===== src/assert_macros.svh =====
// Assertion macros shared by the switch encoder RTL.
`ifndef ASSERT_MACROS_SVH
`define ASSERT_MACROS_SVH
`ifndef SYNTHESIS
`define ORS_ASSERT(label, clk, rst, prop) \
  label: assert property (@(posedge clk) disable iff (rst) prop) \
    else $error("%m: assertion failed");
`define ORS_ASSERT_NEVER(label, clk, rst, cond) \
  label: assert property (@(posedge clk) disable iff (rst) !(cond)) \
    else $error("%m: forbidden condition seen");
`else
`define ORS_ASSERT(label, clk, rst, prop)
`define ORS_ASSERT_NEVER(label, clk, rst, cond)
`endif
`endif


===== src/ors_pkg.sv =====
// Shared types, register indexes and reset values for the switch encoder.
`timescale 1ns / 1ps
`default_nettype none
package ors_pkg;

  localparam int unsigned SenderW = 26;
  localparam int unsigned SwitchW = 4;
  localparam int unsigned SegW    = 14;
  localparam int unsigned GapW    = 16;
  localparam int unsigned RepW    = 4;
  localparam int unsigned CfgIdxW = 8;
  localparam int unsigned CfgDatW = 16;

  localparam logic [CfgIdxW-1:0] CFG_PULSE_HIGH   = 8'd0;
  localparam logic [CfgIdxW-1:0] CFG_LONG_LOW     = 8'd1;
  localparam logic [CfgIdxW-1:0] CFG_SHORT_LOW    = 8'd2;
  localparam logic [CfgIdxW-1:0] CFG_SYNC_HIGH    = 8'd3;
  localparam logic [CfgIdxW-1:0] CFG_FIRST_LATCH  = 8'd4;
  localparam logic [CfgIdxW-1:0] CFG_SECOND_LATCH = 8'd5;
  localparam logic [CfgIdxW-1:0] CFG_GAP          = 8'd6;
  localparam logic [CfgIdxW-1:0] CFG_REPEAT       = 8'd7;

  localparam logic [SegW-1:0] RST_PULSE_HIGH   = 14'd310;
  localparam logic [SegW-1:0] RST_LONG_LOW     = 14'd1340;
  localparam logic [SegW-1:0] RST_SHORT_LOW    = 14'd310;
  localparam logic [SegW-1:0] RST_SYNC_HIGH    = 14'd275;
  localparam logic [SegW-1:0] RST_FIRST_LATCH  = 14'd9900;
  localparam logic [SegW-1:0] RST_SECOND_LATCH = 14'd2675;
  localparam logic [GapW-1:0] RST_GAP          = 16'd10000;
  localparam logic [RepW-1:0] RST_REPEAT       = 4'd5;

  localparam logic MODE_TICK  = 1'b0;
  localparam logic MODE_START = 1'b1;

  typedef struct packed {
    logic [SegW-1:0] pulse_high_ticks;
    logic [SegW-1:0] long_low_ticks;
    logic [SegW-1:0] short_low_ticks;
    logic [SegW-1:0] sync_high_ticks;
    logic [SegW-1:0] first_latch_ticks;
    logic [SegW-1:0] second_latch_ticks;
    logic [GapW-1:0] gap_ticks;
    logic [RepW-1:0] repeat_count;
  } cfg_t;

  typedef struct packed {
    logic               mode;
    logic [SenderW-1:0] sender_id;
    logic [SwitchW-1:0] switch_code;
    logic               turn_on;
  } item_t;

  typedef struct packed {
    logic pin_level;
    logic busy_res;
    logic start_ignored;
  } result_t;

endpackage
`default_nettype wire


===== src/ors_if.sv =====
// Handshake channels of the switch encoder: input items, result items, register writes.
`timescale 1ns / 1ps
`default_nettype none
interface ors_item_if;
  import ors_pkg::*;
  logic               valid;
  logic               ready;
  logic               mode;
  logic [SenderW-1:0] sender_id;
  logic [SwitchW-1:0] switch_code;
  logic               turn_on;
  modport source (output valid, mode, sender_id, switch_code, turn_on, input ready);
  modport sink   (input valid, mode, sender_id, switch_code, turn_on, output ready);
endinterface

interface ors_result_if;
  logic valid;
  logic ready;
  logic pin_level;
  logic busy_res;
  logic start_ignored;
  modport source (output valid, pin_level, busy_res, start_ignored, input ready);
  modport sink   (input valid, pin_level, busy_res, start_ignored, output ready);
endinterface

interface ors_cfg_if;
  import ors_pkg::*;
  logic               valid;
  logic               ready;
  logic [CfgIdxW-1:0] index;
  logic [CfgDatW-1:0] data;
  modport source (output valid, index, data, input ready);
  modport sink   (input valid, index, data, output ready);
endinterface
`default_nettype wire


===== src/ors_cfg_regs.sv =====
// Timing and repeat registers of the switch encoder.
`timescale 1ns / 1ps
`default_nettype none
module ors_cfg_regs
  import ors_pkg::*;
(
  input  wire logic  clk,
  input  wire logic  rst,
  ors_cfg_if.sink    cfg,
  output cfg_t       regs
);

  assign cfg.ready = 1'b1;

  always_ff @(posedge clk) begin
    if (rst) begin
      regs.pulse_high_ticks   <= RST_PULSE_HIGH;
      regs.long_low_ticks     <= RST_LONG_LOW;
      regs.short_low_ticks    <= RST_SHORT_LOW;
      regs.sync_high_ticks    <= RST_SYNC_HIGH;
      regs.first_latch_ticks  <= RST_FIRST_LATCH;
      regs.second_latch_ticks <= RST_SECOND_LATCH;
      regs.gap_ticks          <= RST_GAP;
      regs.repeat_count       <= RST_REPEAT;
    end else if (cfg.valid && cfg.ready) begin
      case (cfg.index)
        CFG_PULSE_HIGH:   regs.pulse_high_ticks   <= cfg.data[SegW-1:0];
        CFG_LONG_LOW:     regs.long_low_ticks     <= cfg.data[SegW-1:0];
        CFG_SHORT_LOW:    regs.short_low_ticks    <= cfg.data[SegW-1:0];
        CFG_SYNC_HIGH:    regs.sync_high_ticks    <= cfg.data[SegW-1:0];
        CFG_FIRST_LATCH:  regs.first_latch_ticks  <= cfg.data[SegW-1:0];
        CFG_SECOND_LATCH: regs.second_latch_ticks <= cfg.data[SegW-1:0];
        CFG_GAP:          regs.gap_ticks          <= cfg.data[GapW-1:0];
        CFG_REPEAT:       regs.repeat_count       <= cfg.data[RepW-1:0];
        default: ;
      endcase
    end
  end

endmodule
`default_nettype wire


===== src/ors_frame_core.sv =====
// Frame sequencer: segment timer, bit walker and frame repeat counter.
`timescale 1ns / 1ps
`default_nettype none
`include "assert_macros.svh"
module ors_frame_core
  import ors_pkg::*;
(
  input  wire logic    clk,
  input  wire logic    rst,
  input  wire cfg_t    regs,
  input  wire logic    step,
  input  wire item_t   item,
  output result_t      res
);

  typedef enum logic [2:0] {
    PH_IDLE, PH_SYNC, PH_LATCH, PH_DATA_HI, PH_DATA_LO, PH_CLOSE, PH_GAP
  } phase_t;

  localparam logic [4:0] LastBit = 5'd31;

  phase_t             phase, phase_next;
  logic [RepW-1:0]    frames_left, frames_left_next;
  logic [4:0]         bit_position, bit_position_next;
  logic               pair_half, pair_half_next;
  logic [GapW-1:0]    tick_count, tick_count_next;
  logic [SenderW-1:0] held_sender, held_sender_next;
  logic [SwitchW-1:0] held_switch, held_switch_next;
  logic               held_on, held_on_next;
  logic               line_level, line_level_next;

  logic [31:0]     frame_word;
  logic            pulse_val;
  logic [GapW-1:0] seg_len;
  logic            seg_level;
  logic            seg_end;

  // logical bit, MSB first, flipped on the second half of the pair
  assign frame_word = {held_sender, 1'b0, held_on, held_switch};
  assign pulse_val  = frame_word[LastBit - bit_position] ^ pair_half;

  always_comb begin
    case (phase)
      PH_SYNC:    seg_len = GapW'(regs.sync_high_ticks);
      PH_LATCH:   seg_len = pair_half ? GapW'(regs.second_latch_ticks)
                                      : GapW'(regs.first_latch_ticks);
      PH_DATA_HI: seg_len = GapW'(regs.pulse_high_ticks);
      PH_DATA_LO: seg_len = pulse_val ? GapW'(regs.long_low_ticks)
                                      : GapW'(regs.short_low_ticks);
      PH_CLOSE:   seg_len = GapW'(regs.sync_high_ticks);
      PH_GAP:     seg_len = regs.gap_ticks;
      default:    seg_len = GapW'(1);
    endcase
  end

  assign seg_level = (phase == PH_SYNC) || (phase == PH_DATA_HI) || (phase == PH_CLOSE);
  // zero length behaves as one tick
  assign seg_end   = ({1'b0, tick_count} + 17'd1) >= {1'b0, seg_len};

  always_comb begin
    phase_next        = phase;
    frames_left_next  = frames_left;
    bit_position_next = bit_position;
    pair_half_next    = pair_half;
    tick_count_next   = tick_count;
    held_sender_next  = held_sender;
    held_switch_next  = held_switch;
    held_on_next      = held_on;
    line_level_next   = line_level;
    res.start_ignored = 1'b0;
    res.pin_level     = 1'b0;

    if (item.mode == MODE_START) begin
      res.pin_level = line_level;
      if (phase != PH_IDLE) begin
        res.start_ignored = 1'b1;
      end else begin
        held_sender_next  = item.sender_id;
        held_switch_next  = item.switch_code;
        held_on_next      = item.turn_on;
        frames_left_next  = (regs.repeat_count != '0) ? regs.repeat_count : RepW'(1);
        bit_position_next = '0;
        pair_half_next    = 1'b0;
        tick_count_next   = '0;
        phase_next        = PH_SYNC;
      end
    end else if (phase == PH_IDLE) begin
      line_level_next = 1'b0;
    end else begin
      res.pin_level   = seg_level;
      line_level_next = seg_level;
      if (!seg_end) begin
        tick_count_next = tick_count + GapW'(1);
      end else begin
        tick_count_next = '0;
        case (phase)
          PH_SYNC: phase_next = PH_LATCH;
          PH_LATCH: begin
            if (!pair_half) begin
              phase_next     = PH_SYNC;
              pair_half_next = 1'b1;
            end else begin
              phase_next        = PH_DATA_HI;
              pair_half_next    = 1'b0;
              bit_position_next = '0;
            end
          end
          PH_DATA_HI: phase_next = PH_DATA_LO;
          PH_DATA_LO: begin
            if (!pair_half) begin
              pair_half_next = 1'b1;
              phase_next     = PH_DATA_HI;
            end else begin
              pair_half_next = 1'b0;
              if (bit_position == LastBit) begin
                phase_next = PH_CLOSE;
              end else begin
                bit_position_next = bit_position + 5'd1;
                phase_next        = PH_DATA_HI;
              end
            end
          end
          PH_CLOSE: phase_next = PH_GAP;
          PH_GAP: begin
            frames_left_next  = frames_left - RepW'(1);
            bit_position_next = '0;
            pair_half_next    = 1'b0;
            phase_next        = (frames_left == RepW'(1)) ? PH_IDLE : PH_SYNC;
          end
          default: phase_next = PH_IDLE;
        endcase
      end
    end
    res.busy_res = (phase_next != PH_IDLE);
  end

  always_ff @(posedge clk) begin
    if (rst) begin
      phase        <= PH_IDLE;
      frames_left  <= '0;
      bit_position <= '0;
      pair_half    <= 1'b0;
      tick_count   <= '0;
      line_level   <= 1'b0;
    end else if (step) begin
      phase        <= phase_next;
      frames_left  <= frames_left_next;
      bit_position <= bit_position_next;
      pair_half    <= pair_half_next;
      tick_count   <= tick_count_next;
      line_level   <= line_level_next;
    end
  end

  always_ff @(posedge clk) begin
    if (step) begin
      held_sender <= held_sender_next;
      held_switch <= held_switch_next;
      held_on     <= held_on_next;
    end
  end

  `ORS_ASSERT(a_idle_no_frames, clk, rst, (phase == PH_IDLE) |-> (frames_left == '0))
  `ORS_ASSERT(a_busy_has_frames, clk, rst, (phase != PH_IDLE) |-> (frames_left != '0))
  `ORS_ASSERT(a_ignored_only_start, clk, rst, res.start_ignored |-> (item.mode == MODE_START))
  `ORS_ASSERT(a_idle_tick_stays, clk, rst,
    (step && (phase == PH_IDLE) && (item.mode == MODE_TICK)) |=> (phase == PH_IDLE))
  // last bit position is kept through the closing pulse and gap
  `ORS_ASSERT_NEVER(a_bitpos_outside_data, clk, rst,
    (bit_position != '0) && ((phase == PH_IDLE) || (phase == PH_SYNC) || (phase == PH_LATCH)))

endmodule
`default_nettype wire


===== src/ook_remote_switch_encoder.sv =====
// Result path: a taken item is held in the input reg, and its result item in the result reg.
// Throughput: one item per cycle while results are taken; the whole tick update fits between the two registers.
// Ready follows the result register: a full input stage waits only while a result is held
// and not taken.
// Reset (rst, synchronous, active high): idle, line low, timing registers to defaults.
// Register writes are taken every cycle and land on the following edge.
`timescale 1ns / 1ps
`default_nettype none
module ook_remote_switch_encoder
  import ors_pkg::*;
(
  input  wire logic    clk,
  input  wire logic    rst,
  ors_item_if.sink     item_in,
  ors_result_if.source result_out,
  ors_cfg_if.sink      cfg
);

  cfg_t    regs;
  item_t   in_data;
  logic    in_full;
  result_t res;
  result_t out_data;
  logic    out_valid;
  logic    step;

  assign step          = in_full && (!out_valid || result_out.ready);
  assign item_in.ready = !in_full || step;

  ors_cfg_regs u_cfg (
    .clk  (clk),
    .rst  (rst),
    .cfg  (cfg),
    .regs (regs)
  );

  ors_frame_core u_core (
    .clk  (clk),
    .rst  (rst),
    .regs (regs),
    .step (step),
    .item (in_data),
    .res  (res)
  );

  always_ff @(posedge clk) begin
    if (rst) begin
      in_full   <= 1'b0;
      out_valid <= 1'b0;
    end else begin
      if (item_in.valid && item_in.ready) begin
        in_full <= 1'b1;
      end else if (step) begin
        in_full <= 1'b0;
      end
      if (step) begin
        out_valid <= 1'b1;
      end else if (result_out.ready) begin
        out_valid <= 1'b0;
      end
    end
  end

  always_ff @(posedge clk) begin
    if (item_in.valid && item_in.ready) begin
      in_data <= '{mode: item_in.mode, sender_id: item_in.sender_id,
                   switch_code: item_in.switch_code, turn_on: item_in.turn_on};
    end
    if (step) begin
      out_data <= res;
    end
  end

  assign result_out.valid         = out_valid;
  assign result_out.pin_level     = out_data.pin_level;
  assign result_out.busy_res      = out_data.busy_res;
  assign result_out.start_ignored = out_data.start_ignored;

endmodule
`default_nettype wire

===== src/flat_wrapper.sv =====
// flat-port wrapper written by rule: the top's interface ports become plain ports
module ook_remote_switch_encoder_flat import ors_pkg::*;
  (clk, rst, item_in_valid, item_in_mode, item_in_sender_id, item_in_switch_code, item_in_turn_on, item_in_ready, result_out_valid, result_out_pin_level, result_out_busy_res, result_out_start_ignored, result_out_ready, cfg_valid, cfg_index, cfg_data, cfg_ready);
  ors_item_if item_in_i ();
  ors_result_if result_out_i ();
  ors_cfg_if cfg_i ();
  input  wire logic clk;
  input  wire logic rst;
  input wire logic [$bits(item_in_i.valid)-1:0] item_in_valid;
  input wire logic [$bits(item_in_i.mode)-1:0] item_in_mode;
  input wire logic [$bits(item_in_i.sender_id)-1:0] item_in_sender_id;
  input wire logic [$bits(item_in_i.switch_code)-1:0] item_in_switch_code;
  input wire logic [$bits(item_in_i.turn_on)-1:0] item_in_turn_on;
  output wire logic [$bits(item_in_i.ready)-1:0] item_in_ready;
  output wire logic [$bits(result_out_i.valid)-1:0] result_out_valid;
  output wire logic [$bits(result_out_i.pin_level)-1:0] result_out_pin_level;
  output wire logic [$bits(result_out_i.busy_res)-1:0] result_out_busy_res;
  output wire logic [$bits(result_out_i.start_ignored)-1:0] result_out_start_ignored;
  input wire logic [$bits(result_out_i.ready)-1:0] result_out_ready;
  input wire logic [$bits(cfg_i.valid)-1:0] cfg_valid;
  input wire logic [$bits(cfg_i.index)-1:0] cfg_index;
  input wire logic [$bits(cfg_i.data)-1:0] cfg_data;
  output wire logic [$bits(cfg_i.ready)-1:0] cfg_ready;
  assign item_in_i.valid = item_in_valid;
  assign item_in_i.mode = item_in_mode;
  assign item_in_i.sender_id = item_in_sender_id;
  assign item_in_i.switch_code = item_in_switch_code;
  assign item_in_i.turn_on = item_in_turn_on;
  assign item_in_ready = item_in_i.ready;
  assign result_out_valid = result_out_i.valid;
  assign result_out_pin_level = result_out_i.pin_level;
  assign result_out_busy_res = result_out_i.busy_res;
  assign result_out_start_ignored = result_out_i.start_ignored;
  assign result_out_i.ready = result_out_ready;
  assign cfg_i.valid = cfg_valid;
  assign cfg_i.index = cfg_index;
  assign cfg_i.data = cfg_data;
  assign cfg_ready = cfg_i.ready;
  ook_remote_switch_encoder u_core (.clk(clk), .rst(rst), .item_in(item_in_i), .result_out(result_out_i), .cfg(cfg_i));
endmodule

===== config.mk =====
export PLATFORM = sky130hd
export DESIGN_NAME = ook_remote_switch_encoder_flat
export DESIGN_NICKNAME = d
export VERILOG_FILES = /design/src/ors_pkg.sv /design/src/ors_if.sv /design/src/ors_cfg_regs.sv /design/src/ors_frame_core.sv /design/src/ook_remote_switch_encoder.sv /design/src/flat_wrapper.sv
export VERILOG_INCLUDE_DIRS = /design/src /design/src/src
export SDC_FILE = /design/constraint.sdc
export NUM_CORES = 1
export LEC_CHECK = 0
export ABC_AREA = 1
export BUFFER_PORTS_ARGS = -buffer_cell sky130_fd_sc_hd__buf_2
export CELL_PAD_IN_SITES_DETAIL_PLACEMENT = 0
export CELL_PAD_IN_SITES_GLOBAL_PLACEMENT = 1
export CORE_MARGIN = 10
export CORE_UTILIZATION = 49
export CTS_CLUSTER_DIAMETER = 50
export DETAILED_ROUTE_END_ITERATION = 7
export PLACE_DENSITY = 0.84
export SYNTH_ARGS = -nofsm -noshare
export SYNTH_HDL_FRONTEND = slang
export SYNTH_HIERARCHICAL = 1
export SYNTH_SLANG_ARGS = --single-unit

===== constraint.sdc =====
create_clock -name clk -period 6 [get_ports clk]
set_input_delay 0.6 -clock clk [delete_from_list [all_inputs] [get_ports clk]]
set_output_delay 0.6 -clock clk [all_outputs]
set_load 0.02 [all_outputs]

==> impl_metrics.py <==
metrics = {
    "sta": {
        "max_freq_mhz": 228,
        "slew_headroom_pct": 17.7,
        "fin_crit_sh_pct": 73.1,
        "skew_ns": 0.0197,
        "rsz0062_at_grt": "false",
        "finalSetupViolations": 0,
        "min_period_ns": 4.39,
        "hold_ws_ns": 0.245,
        "tightestPinTransition_ns": 1.23,
        "final_hold_viol_count": 0,
        "setup_tns_ns": 0,
        "finalMaxSlewViolations": 0,
    },
    "final_layout": {
        "final_nets": 1411,
        "finalNonFillerCells": 1616,
        "multi_input_area_sq_mm": 0.00452,
        "syn2layout_area_growth_pct": 11.7,
        "final_area_sq_mm": 0.0112,
        "drive_above_1_share_pct": 12.7,
        "fillCellCount": 1908,
        "seqCellArea_sq_mm": 0.00470,
        "n_antenna_cell": 0,
    },
    "critical_path": {
        "worstRegToRegCells": 21,
        "start_kind": "register",
        "required_ns": 6.25,
        "cp_data_arrival_time_ns": 4.64,
        "end_kind": "register",
        "crit_type": "register to register",
        "worst-path-max-fanout": 23,
    },
    "clock_tree": {
        "clockBufferDepth": 3,
        "tritoncts": "yes",
        "clock-root-buffer": "clkbuf_16",
        "clkLatencyLatePin_ns": 0.53,
        "ctsHoldBuffers": 0,
        "cts_setup_buffers": 0,
        "numCtsBuffers": 25,
        "clk_pin_slew_ns": 0.06,
        "clock_sinks": 202,
        "cts-resized-gates": 0,
        "cts.htree.levels": 1,
    },
    "global_routing": {
        "grt_overflow": 0,
        "track_usage_pct": 19.9,
        "antenna_found_initial": 0,
        "grt_max_degree": 75,
        "grt_first_pass_wirelength_um": 43600,
        "grt_pass1_vias": 8153,
    },
    "placement": {
        "dp_cells": 1570,
        "place_area_sq_mm": 0.0104,
        "portBuffers": 65,
        "hpwl_um": 17500,
        "place.gp.congestion": 0.859,
    },
    "die": {
        "num_rows": 52,
        "core-area_sq_mm": 0.0202,
        "die-area_sq_mm": 0.0266,
        "die-width_um": 163,
        "initial_core_util_pct": 49.7,
        "die_h_um": 163,
        "pin_count": 67,
    },
    "power_and_ir_drop": {
        "max-vdd-ir-drop_mv": 0.215,
        "power_density_mw_per_mm2": 287,
        "finalPower_mw": 3.22,
        "p_leak_nw": 4.92,
    },
    "detailed_routing": {
        "drc": 0,
        "detail-route-antenna-nets": 0,
        "firstDrtPassIters": 5,
        "drt_iter0_markers": 703,
        "wirelength_um": 26400,
        "viasPerCell": 5.36,
        "dr_total_vias": 8662,
        "post_drt_wl_per_cell_um": 16.4,
    },
    "yosys": {
        "synth_warnings": 6,
        "netlist_instances": 1294,
        "netlist_area_sq_mm": 0.0101,
        "ys_types": 47,
        "synthesis.nets": 1378,
        "avgSynthCellArea_sq_um": 7.77,
        "yosysSeqAreaShare_pct": 46.8,
        "synth.ff_latch_count": 202,
    },
    "hold_path": {
        "hold_depth": 1,
        "hp-class": "primary input to register",
    },
    "run_status": {
        "status": "finished, final reports clean",
    },
    "flow_run": {
        "drv_cap": 0,
    },
}
## layer usage
metal | routed length [um] | track usage, % | up-vias
met5 | 0 | 0 | -
met2 | 11500 | 30.5 | 283
met4 | 461 | 4.14 | 0
met3 | 1830 | 3.37 | 30
met1 | 12600 | 28.8 | 4014
li1 | - | - | 4335
## cells in the final DEF, fill, tap and decap left out, types with 6 or more instances in the layout
master,count
nand2_1,305
nand3_1,208
dfxtp_1,136
inv_1,124
nor2_1,121
a21oi_1,87
edfxtp_1,66
buf_2,65
clkbuf_16,25
ha_1,23
nand2_2,18
nand3b_1,14
a211oi_1,14
a22o_1,13
a21oi_2,11
o21ai_0,11
xor2_1,10
nor2_2,9
buf_4,8
inv_2,6
nor2_4,6
## logic make-up (layout without fill, tap and decap cells)
family	count (synthesis)	after routing	share of synthesized area [%]
AND/OR/NAND/NOR	705	705	31.3
flip-flops	202	202	46.8
buffers and inverters	197	249	8.55
AO/OA/AOI/OAI	152	152	9.22
adder cells (fa/ha/maj)	23	23	2.86
XOR/XNOR	14	14	1.22
other	1	1	0.0373
## cell usage after synthesis (all sizes together)
master | count | area (sq um)
a22o | 13 | 114
a21o | 2 | 15.0
inv | 130 | 488
nand3 | 212 | 1090
a211oi | 15 | 118
dfxtp | 136 | 2720
a21boi | 1 | 7.51
o31ai | 2 | 15.0
clkbuf | 19 | 71.3
xnor2 | 4 | 35.0
nand4 | 4 | 25.0
xor2 | 10 | 87.6
a21oi | 98 | 532
o22ai | 1 | 6.26
o21ai | 13 | 65.1
buf | 48 | 300
nor2 | 137 | 581
nor3 | 6 | 35.0
conb | 1 | 3.75
or2 | 5 | 31.3
o211ai | 4 | 30.0
a31oi | 1 | 6.26
nand3b | 14 | 105
ha | 23 | 288
edfxtp | 66 | 1980
a2111oi | 1 | 8.76
nor3b | 1 | 7.51
nor4 | 3 | 18.8
nand2 | 323 | 1260
o21ba | 1 | 10.0
## critical path: stages, from the launching register on
cell,delay [ns]
dfxtp_1,0.78
inv_1,0.41
nand2_1,0.16
nand3_1,0.10
nand3_1,0.11
nand3_1,0.09
nand3_1,0.17
nand3_1,0.38
nand3b_1,0.25
nand3_1,0.09
nand2_1,0.08
inv_1,0.05
ha_1,0.31
a21o_1,0.17
nor2_1,0.14
nand3_1,0.10
nand3_2,0.14
nand3_1,0.16
nand2_1,0.10
nand2_1,0.07
a21boi_0,0.15
nand3_1,0.10
## through the flow
| stage | worst slack, ns | utilization, % |
|---|---|---|
| finish | 1.61 | 55.5 |
| global route | 1.07 | 55.5 |
| CTS | 1.65 | 55.5 |
| detailed placement | 1.66 | 51.6 |
| global placement | 1.62 | 51.6 |
| floorplan | 1.96 | - |
## registers in the layout, indices dropped and copies added, names as in the netlist
register / flops
u_core/result_out.start_ignored: 1
u_core/in_data: 32
u_core/u_core/held_switch: 4
u_core/u_core/held_sender: 26
u_core/u_core/frames_left: 4
u_core/in_full: 1
u_core/u_cfg/regs: 104
u_core/result_out.valid: 1
u_core/result_out.busy_res: 1
u_core/u_core/tick_count: 16
u_core/u_core/bit_position: 5
u_core/u_core/phase: 3
u_core/u_core/line_level: 1
u_core/result_out.pin_level: 1
u_core/u_core/held_on: 1
u_core/u_core/pair_half: 1
## worst paths after layout
kind,end,start,slack [ns]
max reg2reg,u_core/result_out.busy_res,u_core/u_core/bit_position[0],1.61
max,u_core/result_out.busy_res,u_core/u_core/bit_position[0],1.61
min reg2reg,u_core/u_core/held_sender[11],u_core/in_data[16],0.41
min,u_core/in_data[15],item_in_sender_id[10],0.25
## power breakdown
| part | switching [mW] | internal (mW) | total [mW] |
|---|---|---|---|
| registers | 0.0196 | 1.44 | 1.46 |
| logic | 0.215 | 0.0914 | 0.306 |
| clock network | 0.587 | 0.867 | 1.45 |
## final cells by class
class                      count  area share [%]
sequential                   202            41.9
tap                          270            3.01
timing repair buffer          73            3.43
clock inverter                16            1.29
multi-input combinational    895            40.2
clock buffer                  30            5.82
inverter                     130            4.34
Note: power is estimated with default switching activity, not from simulation.
